File: src/rtl/core/b32d_pkg.sv
`timescale 1ns / 1ps
`default_nettype none
// ----------------------------------------------------------------------------
// b32d_pkg: shared types and constants for the base32 stream decoder
// Character codes, status codes and the symbol-to-digit lookup.
// ----------------------------------------------------------------------------
package b32d_pkg;

  // Result status codes
  typedef enum logic [1:0] {
    STATUS_OK       = 2'd0,
    STATUS_BAD_CHAR = 2'd1,
    STATUS_TOO_LONG = 2'd2
  } status_e;

  // Characters that are skipped
  localparam logic [7:0] ChSpace = 8'h20;
  localparam logic [7:0] ChTab   = 8'h09;
  localparam logic [7:0] ChCr    = 8'h0D;
  localparam logic [7:0] ChLf    = 8'h0A;
  localparam logic [7:0] ChDash  = 8'h2D;

  // Look-alike digits and their letters
  localparam logic [7:0] ChZero  = 8'h30;
  localparam logic [7:0] ChOne   = 8'h31;
  localparam logic [7:0] ChEight = 8'h38;
  localparam logic [7:0] ChUpO   = 8'h4F;
  localparam logic [7:0] ChUpL   = 8'h4C;
  localparam logic [7:0] ChUpB   = 8'h42;

  // Alphabet bounds
  localparam logic [7:0] ChUpA   = 8'h41;
  localparam logic [7:0] ChUpZ   = 8'h5A;
  localparam logic [7:0] ChLoA   = 8'h61;
  localparam logic [7:0] ChLoZ   = 8'h7A;
  localparam logic [7:0] ChTwo   = 8'h32;
  localparam logic [7:0] ChSeven = 8'h37;
  localparam logic [7:0] DigitOffset = 8'd24;  // '2' maps to 26

  localparam logic [16:0] CharCountMax = 17'h1FFFF;

  // Returns {invalid, value[4:0]}; invalid set for codes outside the alphabet
  function automatic logic [5:0] digit_value(input logic [7:0] ch);
    logic [7:0] c;
    logic [7:0] d;
    c = ch;
    if (ch == ChZero) begin
      c = ChUpO;
    end else if (ch == ChOne) begin
      c = ChUpL;
    end else if (ch == ChEight) begin
      c = ChUpB;
    end
    d = c - DigitOffset;
    if ((c >= ChUpA && c <= ChUpZ) || (c >= ChLoA && c <= ChLoZ)) begin
      digit_value = {1'b0, c[4:0] - 5'd1};
    end else if (c >= ChTwo && c <= ChSeven) begin
      digit_value = {1'b0, d[4:0]};
    end else begin
      digit_value = 6'b100000;
    end
  endfunction

endpackage
`default_nettype wire

File: src/rtl/core/base32_stream_decoder_core.sv
`timescale 1ns / 1ps
`default_nettype none
// ----------------------------------------------------------------------------
// base32_stream_decoder_core: streaming base32 text decoder
// One character per transfer in, one result per character out; bytes are
// assembled five bits at a time with a byte limit and sticky error status.
// ----------------------------------------------------------------------------
//  channel   | direction | handshake              | payload
//  ----------+-----------+------------------------+------------------------------
//  input     | in        | in_valid_i/in_ready_o  | in_char_i, last_char_i
//  result    | out       | out_valid_o/out_ready_i| data_byte_o, byte_valid_o,
//            |           |                        | string_done_o, status_o,
//            |           |                        | bytes_out_o
//  config    | in        | cfg_we_i               | cfg_max_bytes_i
//
//  One character per cycle sustained while results are accepted; the input
//  register captures the character at the transfer and the result register
//  takes it from there. Decode, counter and limit compare sit in one stage
//  between the two. Reset clears the string state and sets the byte limit
//  to 64. A stalled result holds the pipe; the input register still takes
//  one character while the result waits.
// ----------------------------------------------------------------------------
module base32_stream_decoder_core (
  input  wire logic        clk_i,
  input  wire logic        rst_ni,
  // configuration
  input  wire logic        cfg_we_i,
  input  wire logic [15:0] cfg_max_bytes_i,
  // input channel
  input  wire logic        in_valid_i,
  output logic             in_ready_o,
  input  wire logic [7:0]  in_char_i,
  input  wire logic        last_char_i,
  // result channel
  output logic             out_valid_o,
  input  wire logic        out_ready_i,
  output logic [7:0]       data_byte_o,
  output logic             byte_valid_o,
  output logic             string_done_o,
  output logic [1:0]       status_o,
  output logic [15:0]      bytes_out_o
);
  import b32d_pkg::*;

  // configuration register
  logic [15:0] max_bytes_q;

  // input register
  logic        s1_valid_q, s1_valid_d;
  logic [7:0]  s1_char_q;
  logic        s1_last_q;

  // string state
  logic [11:0] acc_q, acc_d;
  logic [3:0]  held_q, held_d;
  logic [15:0] byte_total_q, byte_total_d;
  logic [16:0] char_total_q, char_total_d;
  logic        bad_q, bad_d;

  // result register
  logic        out_valid_q, out_valid_d;
  logic [7:0]  data_q, data_d;
  logic        bvalid_q, bvalid_d;
  logic        done_q;
  status_e     status_q, status_d;
  logic [15:0] bytes_q;

  logic        in_xfer, advance, step;
  logic        skip, take;
  logic [5:0]  dv;
  logic [11:0] acc_sh, acc_out;
  logic [3:0]  held_sum;
  logic [2:0]  sh;
  logic [19:0] chars_x5, limit_x7;

  // handshake
  assign advance    = !out_valid_q || out_ready_i;
  assign in_ready_o = !s1_valid_q || advance;
  assign in_xfer    = in_valid_i && in_ready_o;
  assign step       = s1_valid_q && advance;

  always_comb begin
    if (in_xfer) begin
      s1_valid_d = 1'b1;
    end else if (advance) begin
      s1_valid_d = 1'b0;
    end else begin
      s1_valid_d = s1_valid_q;
    end
  end
  assign out_valid_d = advance ? s1_valid_q : out_valid_q;

  // character decode
  assign skip = (s1_char_q == ChSpace) || (s1_char_q == ChTab) || (s1_char_q == ChCr) ||
                (s1_char_q == ChLf) || (s1_char_q == ChDash);
  assign dv   = digit_value(s1_char_q);
  assign take = !skip && !bad_q && (byte_total_q < max_bytes_q);

  assign acc_sh   = {acc_q[6:0], dv[4:0]};
  assign held_sum = held_q + 4'd5;
  assign sh       = 3'(held_sum - 4'd8);
  assign acc_out  = acc_sh >> sh;

  // length check: 5 * chars against 7 * limit
  assign chars_x5 = 20'({char_total_d, 2'b00}) + 20'(char_total_d);
  assign limit_x7 = 20'({max_bytes_q, 3'b000}) - 20'(max_bytes_q);

  // next string state and result
  always_comb begin
    acc_d        = acc_q;
    held_d       = held_q;
    byte_total_d = byte_total_q;
    bad_d        = bad_q;
    data_d       = 8'd0;
    bvalid_d     = 1'b0;
    char_total_d = (char_total_q != CharCountMax) ? char_total_q + 17'd1 : char_total_q;

    if (take) begin
      if (dv[5]) begin
        bad_d = 1'b1;
      end else if (held_sum >= 4'd8) begin
        data_d       = acc_out[7:0];
        bvalid_d     = 1'b1;
        held_d       = {1'b0, sh};
        acc_d        = acc_sh & 12'((12'd1 << sh) - 12'd1);
        byte_total_d = byte_total_q + 16'd1;
      end else begin
        acc_d  = acc_sh;
        held_d = held_sum;
      end
    end

    if (s1_last_q && (chars_x5 > limit_x7)) begin
      status_d = STATUS_TOO_LONG;
    end else if (bad_d) begin
      status_d = STATUS_BAD_CHAR;
    end else begin
      status_d = STATUS_OK;
    end
  end

  // control and state registers
  always_ff @(posedge clk_i or negedge rst_ni) begin
    if (!rst_ni) begin
      max_bytes_q  <= 16'd64;
      s1_valid_q   <= 1'b0;
      out_valid_q  <= 1'b0;
      acc_q        <= '0;
      held_q       <= '0;
      byte_total_q <= '0;
      char_total_q <= '0;
      bad_q        <= 1'b0;
    end else begin
      if (cfg_we_i) begin
        max_bytes_q <= cfg_max_bytes_i;
      end
      s1_valid_q  <= s1_valid_d;
      out_valid_q <= out_valid_d;
      if (step) begin
        if (s1_last_q) begin
          acc_q        <= '0;
          held_q       <= '0;
          byte_total_q <= '0;
          char_total_q <= '0;
          bad_q        <= 1'b0;
        end else begin
          acc_q        <= acc_d;
          held_q       <= held_d;
          byte_total_q <= byte_total_d;
          char_total_q <= char_total_d;
          bad_q        <= bad_d;
        end
      end
    end
  end

  // payload registers
  always_ff @(posedge clk_i) begin
    if (in_xfer) begin
      s1_char_q <= in_char_i;
      s1_last_q <= last_char_i;
    end
    if (step) begin
      data_q   <= data_d;
      bvalid_q <= bvalid_d;
      done_q   <= s1_last_q;
      status_q <= status_d;
      bytes_q  <= byte_total_d;
    end
  end

  assign out_valid_o   = out_valid_q;
  assign data_byte_o   = data_q;
  assign byte_valid_o  = bvalid_q;
  assign string_done_o = done_q;
  assign status_o      = status_q;
  assign bytes_out_o   = bytes_q;

  // checks
  a_held_below_byte: assert property (@(posedge clk_i) disable iff (!rst_ni)
    held_q < 4'd8)
    else $error("bit count reached a full byte without emitting");

  a_byte_counted: assert property (@(posedge clk_i) disable iff (!rst_ni)
    (out_valid_o && byte_valid_o) |-> (bytes_out_o != 16'd0))
    else $error("byte emitted with zero byte count");

  a_too_long_on_last: assert property (@(posedge clk_i) disable iff (!rst_ni)
    (out_valid_o && status_o == STATUS_TOO_LONG) |-> string_done_o)
    else $error("length status on a non-final character");

  a_limit_kept: assert property (@(posedge clk_i) disable iff (!rst_ni)
    (out_valid_o && byte_valid_o) |-> (bytes_out_o <= max_bytes_q))
    else $error("byte emitted past the limit");

endmodule
`default_nettype wire
File: config.mk
export PLATFORM = sky130hd
export DESIGN_NAME = base32_stream_decoder_core
export DESIGN_NICKNAME = d
export VERILOG_FILES = /design/src/rtl/core/b32d_pkg.sv /design/src/rtl/core/base32_stream_decoder_core.sv
export SDC_FILE = /design/constraint.sdc
export NUM_CORES = 1
export LEC_CHECK = 0
export BUFFER_PORTS_ARGS = -buffer_cell sky130_fd_sc_hd__buf_2
export CAP_MARGIN = 20
export CORE_ASPECT_RATIO = 0.8
export CORE_MARGIN = 2
export CORE_UTILIZATION = 55
export CTS_CLUSTER_SIZE = 10
export DETAILED_ROUTE_END_ITERATION = 8
export PLACE_DENSITY = 0.77
export SETUP_SLACK_MARGIN = 0.15
export SYNTH_ARGS = -nofsm -noshare
export SYNTH_HDL_FRONTEND = slang
export SYNTH_SLANG_ARGS = --single-unit
File: constraint.sdc
create_clock -name clk_i -period 4.6 [get_ports clk_i]
set_input_delay 0.23 -clock clk_i [delete_from_list [all_inputs] [get_ports clk_i]]
set_output_delay 0.23 -clock clk_i [all_outputs]
set_load 0.01 [all_outputs]
== After elaboration in Yosys (flattened, before gate mapping) ==
Cells that the tools add are included.

* Bits in registers: 100
* Output and inout port bits: 30
* Word-level logic and storage cells: 98

* Multiplexer cells: 26
* Equal/unequal tests: 10
* Magnitude comparators: 9
* Reductions and logical operators: 24
* Add/sub/neg operators: 9
* Bitwise logic cells: 3
* Shifts and indexed selects: 2

{| class="wikitable"
|+ Operators by type and width
! operator !! count
|-
| $mux W16 || 4
|-
| $eq A8 B6 Y1 const B || 5
|-
| $mux W17 || 2
|-
| $mux W7 || 4
|-
| $eq A8 B4 Y1 const B || 3
|-
| $mux W8 || 3
|-
| $add A19 B17 Y20 || 1
|-
| $gt A20 B20 Y1 || 1
|-
| $sub A19 B16 Y20 || 1
|-
| $add A17 B1 Y17 const B || 1
|-
| $ne A17 B17 Y1 const B || 1
|-
| $add A16 B1 Y16 const B || 1
|-
| $ge A8 B7 Y1 const B || 2
|-
| $le A8 B7 Y1 const B || 2
|-
| $lt A16 B16 Y1 || 1
|-
| $mux W4 || 4
|-
| $mux W6 || 2
|-
| $shr A12 B3 Y8 || 1
|-
| $ge A8 B6 Y1 const B || 1
|-
| $le A8 B6 Y1 const B || 1
|-
| $logic_and A1 B1 Y1 || 8
|-
| $and A7 B7 Y7 || 1
|-
| $logic_or A1 B1 Y1 || 7
|-
| $mux W1 || 7
|-
| other kinds (14) || 19
|}

== Logic depth before layout (Yosys ltp) ==
Gate-level depths: netlist (run 1).

* Depth in word-level cells: 13
* Gate-level depth with buffers: 24
* Depth with buffers taken out: 23

== Worst setup path before layout (run 1) ==
Ideal clock, no wire load.

* Path kind: reg2reg
* From: register char_total_q[2]
* To: register status_q[1], in the netlist status_o[1], data pin
* Cell stages (with the launch flop): 24
* Setup slack: -0.329 ns
* Data required time: 4.340 ns
* Arrival time: 4.669 ns
* Path buffers: 2
* Cells stage by stage: dfrtp_1 -> clkbuf_1 -> nand4_1 -> or4_1 -> clkbuf_1 -> nand2_1 -> nor2_1 -> xor2_1 -> ha_1 -> o21a_1 -> o21a_1 -> a2111oi_0 -> nor3_1 -> and2_1 -> o21a_1 -> nor2_1 -> xnor2_1 -> ha_1 -> a21o_1 -> a21o_1 -> a21oi_1 -> o221ai_1 -> a21oi_1 -> nor2_1

* Longest elaborated chain between the ends: 5

{| class="wikitable"
|+ RTL lines
! element !! line !! source
|-
| start, declared || base32_stream_decoder_core.sv:57 || <nowiki>logic [16:0] char_total_q, char_total_d;</nowiki>
|-
| start signal, assigned || base32_stream_decoder_core.sv:170 || <nowiki>char_total_q <= char_total_d;</nowiki>
|-
| $add A17 B1 Y17 or $ne A17 B17 Y1 (tied branches) || base32_stream_decoder_core.sv:116 || <nowiki>char_total_d = (char_total_q != CharCountMax) ? char_total_q + 17'd1 : char_total_q;</nowiki>
|-
| $mux W17 * || base32_stream_decoder_core.sv:116 ||
|-
| $add A19 B17 Y20 * || base32_stream_decoder_core.sv:105 || <nowiki>assign chars_x5 = 20'({char_total_d, 2'b00}) + 20'(char_total_d);</nowiki>
|-
| $gt A20 B20 Y1 * || base32_stream_decoder_core.sv:133 || <nowiki>if (s1_last_q && (chars_x5 > limit_x7)) begin</nowiki>
|-
| $logic_and A1 B1 Y1 * || base32_stream_decoder_core.sv:133 ||
|-
| end signal, assigned || base32_stream_decoder_core.sv:187 || <nowiki>status_q <= status_d;</nowiki>
|-
| end, declared || base32_stream_decoder_core.sv:65 || <nowiki>status_e status_q, status_d;</nowiki>
|}

Every way passes the cells marked *; elsewhere a longest branch is shown, timed or not.
A chain may end at the register's enable or synchronous reset.

== Worst setup path after layout (run 1) ==
* From: register char_total_q[1]
* To: register status_q[1], in the netlist status_o[1], data pin

Same word-level chain as after synthesis.

==> results of run 1 <==
-- sequential cells by signal, summed over array words and instances, names as in the netlist --
register	cells
bytes_out_o	16
s1_last_q	1
string_done_o	1
out_valid_o	1
s1_valid_q	1
held_q	4
byte_total_q	16
s1_char_q	8
status_o	2
bad_q	1
max_bytes_q	16
acc_q	7
char_total_q	17
data_byte_o	8
byte_valid_o	1
-- worst max-delay path: stages (launching register included) --
cell and delay, ns:
dfrtp_2 0.39, ha_4 0.14, nand4_1 0.10, or4_4 0.62, nand3_2 0.12, nor2_1 0.05
xor2_1 0.15, buf_4 0.16, ha_4 0.16, nor3_2 0.18, o211ai_1 0.19, a2111oi_4 0.42
nor3_2 0.10, and2_4 0.15, o21a_1 0.20, nor2_2 0.16, xnor2_2 0.13, ha_1 0.27
a21o_1 0.16, a21o_1 0.18, a21oi_2 0.15, o221ai_2 0.11, a21oi_2 0.17, nor2_1 0.07
-- synthesized netlist by cell type (13+ instances only) --
master / instances
a21o_1: 19
a21oi_1: 47
a31oi_1: 14
a41oi_1: 13
clkbuf_1: 31
dfrtp_1: 62
edfxtp_1: 37
ha_1: 78
inv_1: 43
nand2_1: 88
nand2b_1: 13
nand3_1: 17
nand4_1: 15
nor2_1: 46
nor3_1: 28
o21ai_0: 66
xnor2_1: 36
xor2_1: 22
-- worst paths after layout --
| path | startpoint | slack (ns) | to |
|---|---|---|---|
| hold reg to reg | s1_valid_q | 0.50 | out_valid_o |
| hold / removal | in_char_i[2] | 0.05 | s1_char_q[2] |
| setup reg to reg | char_total_q[1] | -0.17 | status_o[1] |
| setup / recovery | char_total_q[1] | -0.17 | status_o[1] |
| min in group asynchronous | rst_ni | 0.47 | char_total_q[3] |
| max in group asynchronous | rst_ni | 3.16 | char_total_q[1] |
-- what timing repair did --
| action | in CTS | in global routing |
|---|---|---|
| pin swaps | 29 | 13 |
| gates resized for setup | 16 | 9 |
| setup buffers | 10 | 5 |
| hold buffers | 1 | 0 |
| hold endpoints to repair | 27 | 0 |
| setup endpoints to repair | 2 | 10 |
-- power breakdown --
| group | switching (mW) | total (mW) | internal, mW |
|---|---|---|---|
| clock | 0.344 | 0.745 | 0.401 |
| combinational | 0.653 | 1.16 | 0.503 |
| sequential | 0.0669 | 1.07 | 1.00 |
-- per-layer routing --
layer	GRT usage (%)	part of all wire (%)
met5	0	0
met4	7.29	1.8
met3	4.33	5.9
met2	42.6	45
met1	39.1	48
-- per-stage QoR --
stage	TNS [ns]	hold WS (ns)	worst slack, ns
floorplan	0	-0.0656	0.0856
global placement	-0.128	0.339	-0.0750
detailed placement	-0.566	0.335	-0.284
CTS	0	0.0511	0.0163
global route	-0.711	0.0459	-0.374
finish	-0.341	0.0541	-0.171
-- cell type report --
cell class / count / area [um2] / area share [%]
Clock buffer: 13 / 262 / 2.90
Inverter: 44 / 170 / 1.89
Tap cell: 180 / 225 / 2.50
Sequential cell: 100 / 2690 / 29.9
Multi-Input combinational cell: 654 / 4900 / 54.4
Timing Repair Buffer: 117 / 733 / 8.14
Clock inverter: 3 / 22.5 / 0.250
-- kinds of logic after synthesis --
logic type      count (synthesis)
mux                            18
xor+xnor                       58
buf+inv                        81
fa+ha+maj                      79
simple gates                  258
compound gates                241
flops                         100
==> impl_metrics.env, run 1 <==
export IMPL_final_cell_mix="nand2_1, ha_1, o21ai_0"
export IMPL_ys_seq_elements=100
export IMPL_max_freq_ghz=0.210
export IMPL_finalMaxSlewViolations=0
export IMPL_synthAdderAreaFrac_pct=12.9
export IMPL_power_leakage_nw=4.15
export IMPL_synth_compound_area_share_pct=21.4
export IMPL_ctsRootBufferMaster="clkbuf_16"
export IMPL_dpl_instance_area_mm2=0.00846
export IMPL_drc=0
export IMPL_cp_max_fo=7
export IMPL_vdd_drop_max_uv=243
export IMPL_port_buffers=59
export IMPL_clock_latency_ns=0.35
export IMPL_final_layout_size_suffix_gt1_share_pct=20.8
export IMPL_cts_made_buffers=9
export IMPL_fp_coreArea_mm2=0.0136
export IMPL_final_nets=1035
export IMPL_hold_violations=0
export IMPL_grt_setup_unrepaired="yes"
export IMPL_final_util_pct=66.2
export IMPL_io_pins=60
export IMPL_fin_area_mm2=0.00901
export IMPL_post_route_period_util_pct=104
export IMPL_yosys_area_top_type_share_pct=20.2
export IMPL_synth_ff_type="dfrtp_1"
export IMPL_grt_ovfl_total=0
export IMPL_routed_wl_um=19500
export IMPL_fillers=1122
export IMPL_globalRouteTotalUtil_pct=27.1
export IMPL_grt_pass1_vias=6430
export IMPL_dieArea_mm2=0.0150
export IMPL_power_density_mw_per_mm2=330
export IMPL_via_per_inst=6.02
export IMPL_yosysTopAreaCell="dfrtp_1"
export IMPL_final_cells=1111
export IMPL_cts_htree_levels=3
export IMPL_hp_class="in2reg"
export IMPL_whs_path_depth=1
export IMPL_syn2layout_area_growth_pct=17.1
export IMPL_setup_violations=2
export IMPL_cts_path_max_buffers=2
export IMPL_synth_edf_count=37
export IMPL_synthArstFlopShare_pct=63.0
export IMPL_gp_congestion=0.917
export IMPL_num_rows=38
export IMPL_layout_commonest_cell="nand2_1"
export IMPL_diodes=0
export IMPL_crit_type="reg2reg"
export IMPL_required_ns=4.69
export IMPL_ant_nets=0
export IMPL_synth_area_leaders="dfrtp_1, edfxtp_1, ha_1"
export IMPL_dr_pass1_iters=7
export IMPL_antenna_found_initial=0
export IMPL_synthSimpleGateAreaFrac_pct=16.8
export IMPL_setup_ws_ns=-0.171
export IMPL_die_w_um=136
export IMPL_max_slew_margin_pct=42.9
export IMPL_vias=6691
export IMPL_grt_pass1_wl_um=32000
export IMPL_place_hpwl_um=14300
export IMPL_worstSetupStartpointType="flop"
export IMPL_drt_iter0_markers=539
export IMPL_worst_pin_slew_ns=0.857
export IMPL_die_h_um=110
export IMPL_arrival_ns=4.86
export IMPL_wire_per_inst_um=17.6
export IMPL_drv_cap=0
export IMPL_ys_types=73
export IMPL_status="complete, but fails checks"
export IMPL_synthXorXnorAreaFrac_pct=6.60
export IMPL_dp_cells=1079
export IMPL_cts_sinks=100
export IMPL_clk_pin_slew_ns=0.07
export IMPL_avgSynthCellArea_um2=9.21
export IMPL_cts_tree="done"
export IMPL_netlist_instances=835
export IMPL_grt_max_degree=36
export IMPL_start_util_pct=56.6
export IMPL_synthesis_area_mm2=0.00769
export IMPL_ys_seq_area_share_pct=35.0
export IMPL_synth_area_mux_share_pct=3.06
export IMPL_r2r_cells=23
export IMPL_yosys_warnings=0
export IMPL_syn_nets=944
export IMPL_power_mw=2.97
export IMPL_synth_top_family_by_area="compound AO/OA/AOI/OAI gates"
export IMPL_post_route_min_period_ns=4.77
export IMPL_violations="setup timing"
export IMPL_fin_skew_ns=0.00889
export IMPL_end_kind="flop"
Power figures use the tool's default switching activity.
==> inputs of run 2 (changes only) <==
PLACE_DENSITY = 0.74   (was 0.77)
SLEW_MARGIN = 25   (was not set)
clock period = 5.6 ns   (was 4.6 ns; I/O delays follow)
==> impl_metrics.env, run 2 (synthesized netlist as in run 1, its figures left out) <==
export IMPL_status="completed"
export IMPL_worstSetupStartpointType="flop"
export IMPL_final_cell_mix="nand2_1, ha_1, o21ai_0"
export IMPL_crit_slowest_cell="or4_4"
export IMPL_dieArea_mm2=0.0150
export IMPL_multi_input_area_mm2=0.00471
export IMPL_cp_max_fo=8
export IMPL_cts_sinks=100
export IMPL_die_h_um=110
export IMPL_power_density_mw_per_mm2=282
export IMPL_fp_coreArea_mm2=0.0136
export IMPL_largest_reg_flops=17
export IMPL_cp_slowest_stage_delay_ns=0.61
export IMPL_final_layout_size_suffix_gt1_share_pct=14.2
export IMPL_grt_pass1_wl_um=30600
export IMPL_drc=0
export IMPL_top_register="char_total_q"
export IMPL_dpl_instance_area_mm2=0.00810
export IMPL_post_route_period_util_pct=92.9
export IMPL_hold_violations=0
export IMPL_drt_iter0_markers=535
export IMPL_drv_cap=0
export IMPL_routed_wl_um=18900
export IMPL_max_slew_margin_pct=37.9
export IMPL_tns_ns=0
export IMPL_grt_pass1_vias=6211
export IMPL_antenna_found_initial=0
export IMPL_r2r_cells=22
export IMPL_cts_path_max_buffers=2
export IMPL_path_buf_inv=0
export IMPL_via_per_inst=6.13
export IMPL_grt_setup_unrepaired="yes"
export IMPL_num_rows=38
export IMPL_diodes=0
export IMPL_clk_pin_slew_ns=0.07
export IMPL_setup_violations=0
export IMPL_fillers=1117
export IMPL_grt_ovfl_total=0
export IMPL_hp_class="in2reg"
export IMPL_max_freq_ghz=0.192
export IMPL_post_route_min_period_ns=5.20
export IMPL_place_hpwl_um=13900
export IMPL_vdd_drop_max_uv=159
export IMPL_power_leakage_nw=3.86
export IMPL_die_w_um=136
export IMPL_required_ns=5.71
export IMPL_worst_pin_slew_ns=0.926
export IMPL_cts_tree="done"
export IMPL_start_util_pct=56.6
export IMPL_gp_congestion=0.920
export IMPL_crit_type="reg2reg"
export IMPL_layout_area_seq_mm2=0.00270
export IMPL_cts_htree_levels=3
export IMPL_globalRouteTotalUtil_pct=26.0
export IMPL_io_pins=60
export IMPL_crit_chain="ha_2, nand4_1, or4_4, nand2_2, nor2_1, xor2_1, ha_1, o21a_1, o21a_1, a2111oi_1, nor3_1, and2_1, o21a_1, nor2_1, xnor2_1, ha_1, a21o_1, a21o_1, a21oi_1, o221ai_1, a21oi_2, nor2_1"
export IMPL_ctsRootBufferMaster="clkbuf_16"
export IMPL_clock_latency_ns=0.36
export IMPL_port_buffers=59
export IMPL_layout_commonest_cell="nand2_1"
export IMPL_ant_nets=0
export IMPL_finalMaxSlewViolations=0
export IMPL_wire_per_inst_um=17.8
export IMPL_cts_made_buffers=9
export IMPL_end_kind="flop"
export IMPL_fin_area_mm2=0.00849
export IMPL_final_nets=986
export IMPL_critPathTopFamily="compound AO/OA/AOI/OAI gates"
export IMPL_cp_depth=22
export IMPL_whs_path_depth=1
export IMPL_cts_hold_buf=0
export IMPL_fin_skew_ns=0.00740
export IMPL_syn2layout_area_growth_pct=10.4
export IMPL_grt_max_degree=64
export IMPL_arrival_ns=5.31
export IMPL_dr_pass1_iters=6
export IMPL_vias=6514
## run 2: cell type report
cell class	count	area share (%)
multi-input combinational	654	55.5
sequential	100	31.7
timing repair buffer	68	4.27
clock buffer	9	2.65
tap	180	2.65
inverter	44	2.00
clock inverter	7	1.13
## run 2: power breakdown
part	internal [mW]	switching (mW)	leakage (nW)	total [mW]
Clock	0.394	0.292	0.160	0.686
Sequential	0.824	0.0694	1.19	0.893
Combinational	0.328	0.486	2.51	0.814
Total	1.55	0.847	3.86	2.39
## run 2: final timing paths
check | to | from | slack, ns
max reg2reg | status_o[1] | char_total_q[0] | 0.40
min reg2reg | out_valid_o | s1_valid_q | 0.50
min | s1_char_q[0] | in_char_i[0] | 0.09
min in group asynchronous | max_bytes_q[3] | rst_ni | 0.11
max in group asynchronous | char_total_q[10] | rst_ni | 4.88
max | status_o[1] | char_total_q[0] | 0.40
## run 2: stage by stage
step | total power [mW] | utilization [%] | hold WS, ns | worst slack (ns) | cells
2_1_floorplan | 1.48 | - | -0.0156 | 0.671 | 835
3_3_place_gp | 1.64 | 59.6 | 0.458 | 0.466 | 1043
3_5_place_dp | 1.69 | 59.6 | 0.459 | 0.238 | 1043
4_1_cts | 2.39 | 61.9 | 0.0839 | 0.217 | 1059
5_1_grt | 2.53 | 62.4 | 0.0838 | 0.0625 | 1062
6_report | 2.39 | 62.4 | 0.0947 | 0.399 | 1062
## run 2: worst register-to-register path: stages (launching register included)
cell and delay (ns):
dfrtp_2 0.43, ha_2 0.24, nand4_1 0.10, or4_4 0.61
nand2_2 0.14, nor2_1 0.09, xor2_1 0.19, ha_1 0.36
o21a_1 0.22, o21a_1 0.19, a2111oi_1 0.41, nor3_1 0.14
and2_1 0.19, o21a_1 0.18, nor2_1 0.13, xnor2_1 0.16
ha_1 0.28, a21o_1 0.17, a21o_1 0.17, a21oi_1 0.15
o221ai_1 0.18, a21oi_2 0.17, nor2_1 0.05
## run 2: repair_timing
action,in CTS,in global routing
endpoints found under the setup margin,0,2
setup buffers,0,3
resized for setup,0,17
## run 2: metal layers
metal,up-vias,GRT usage [%],wire [um]
li1,3169,-,-
met1,3094,35.9,8870
met2,224,41.0,8510
met3,27,5.12,1110
met4,0,8.93,405
met5,-,0,0
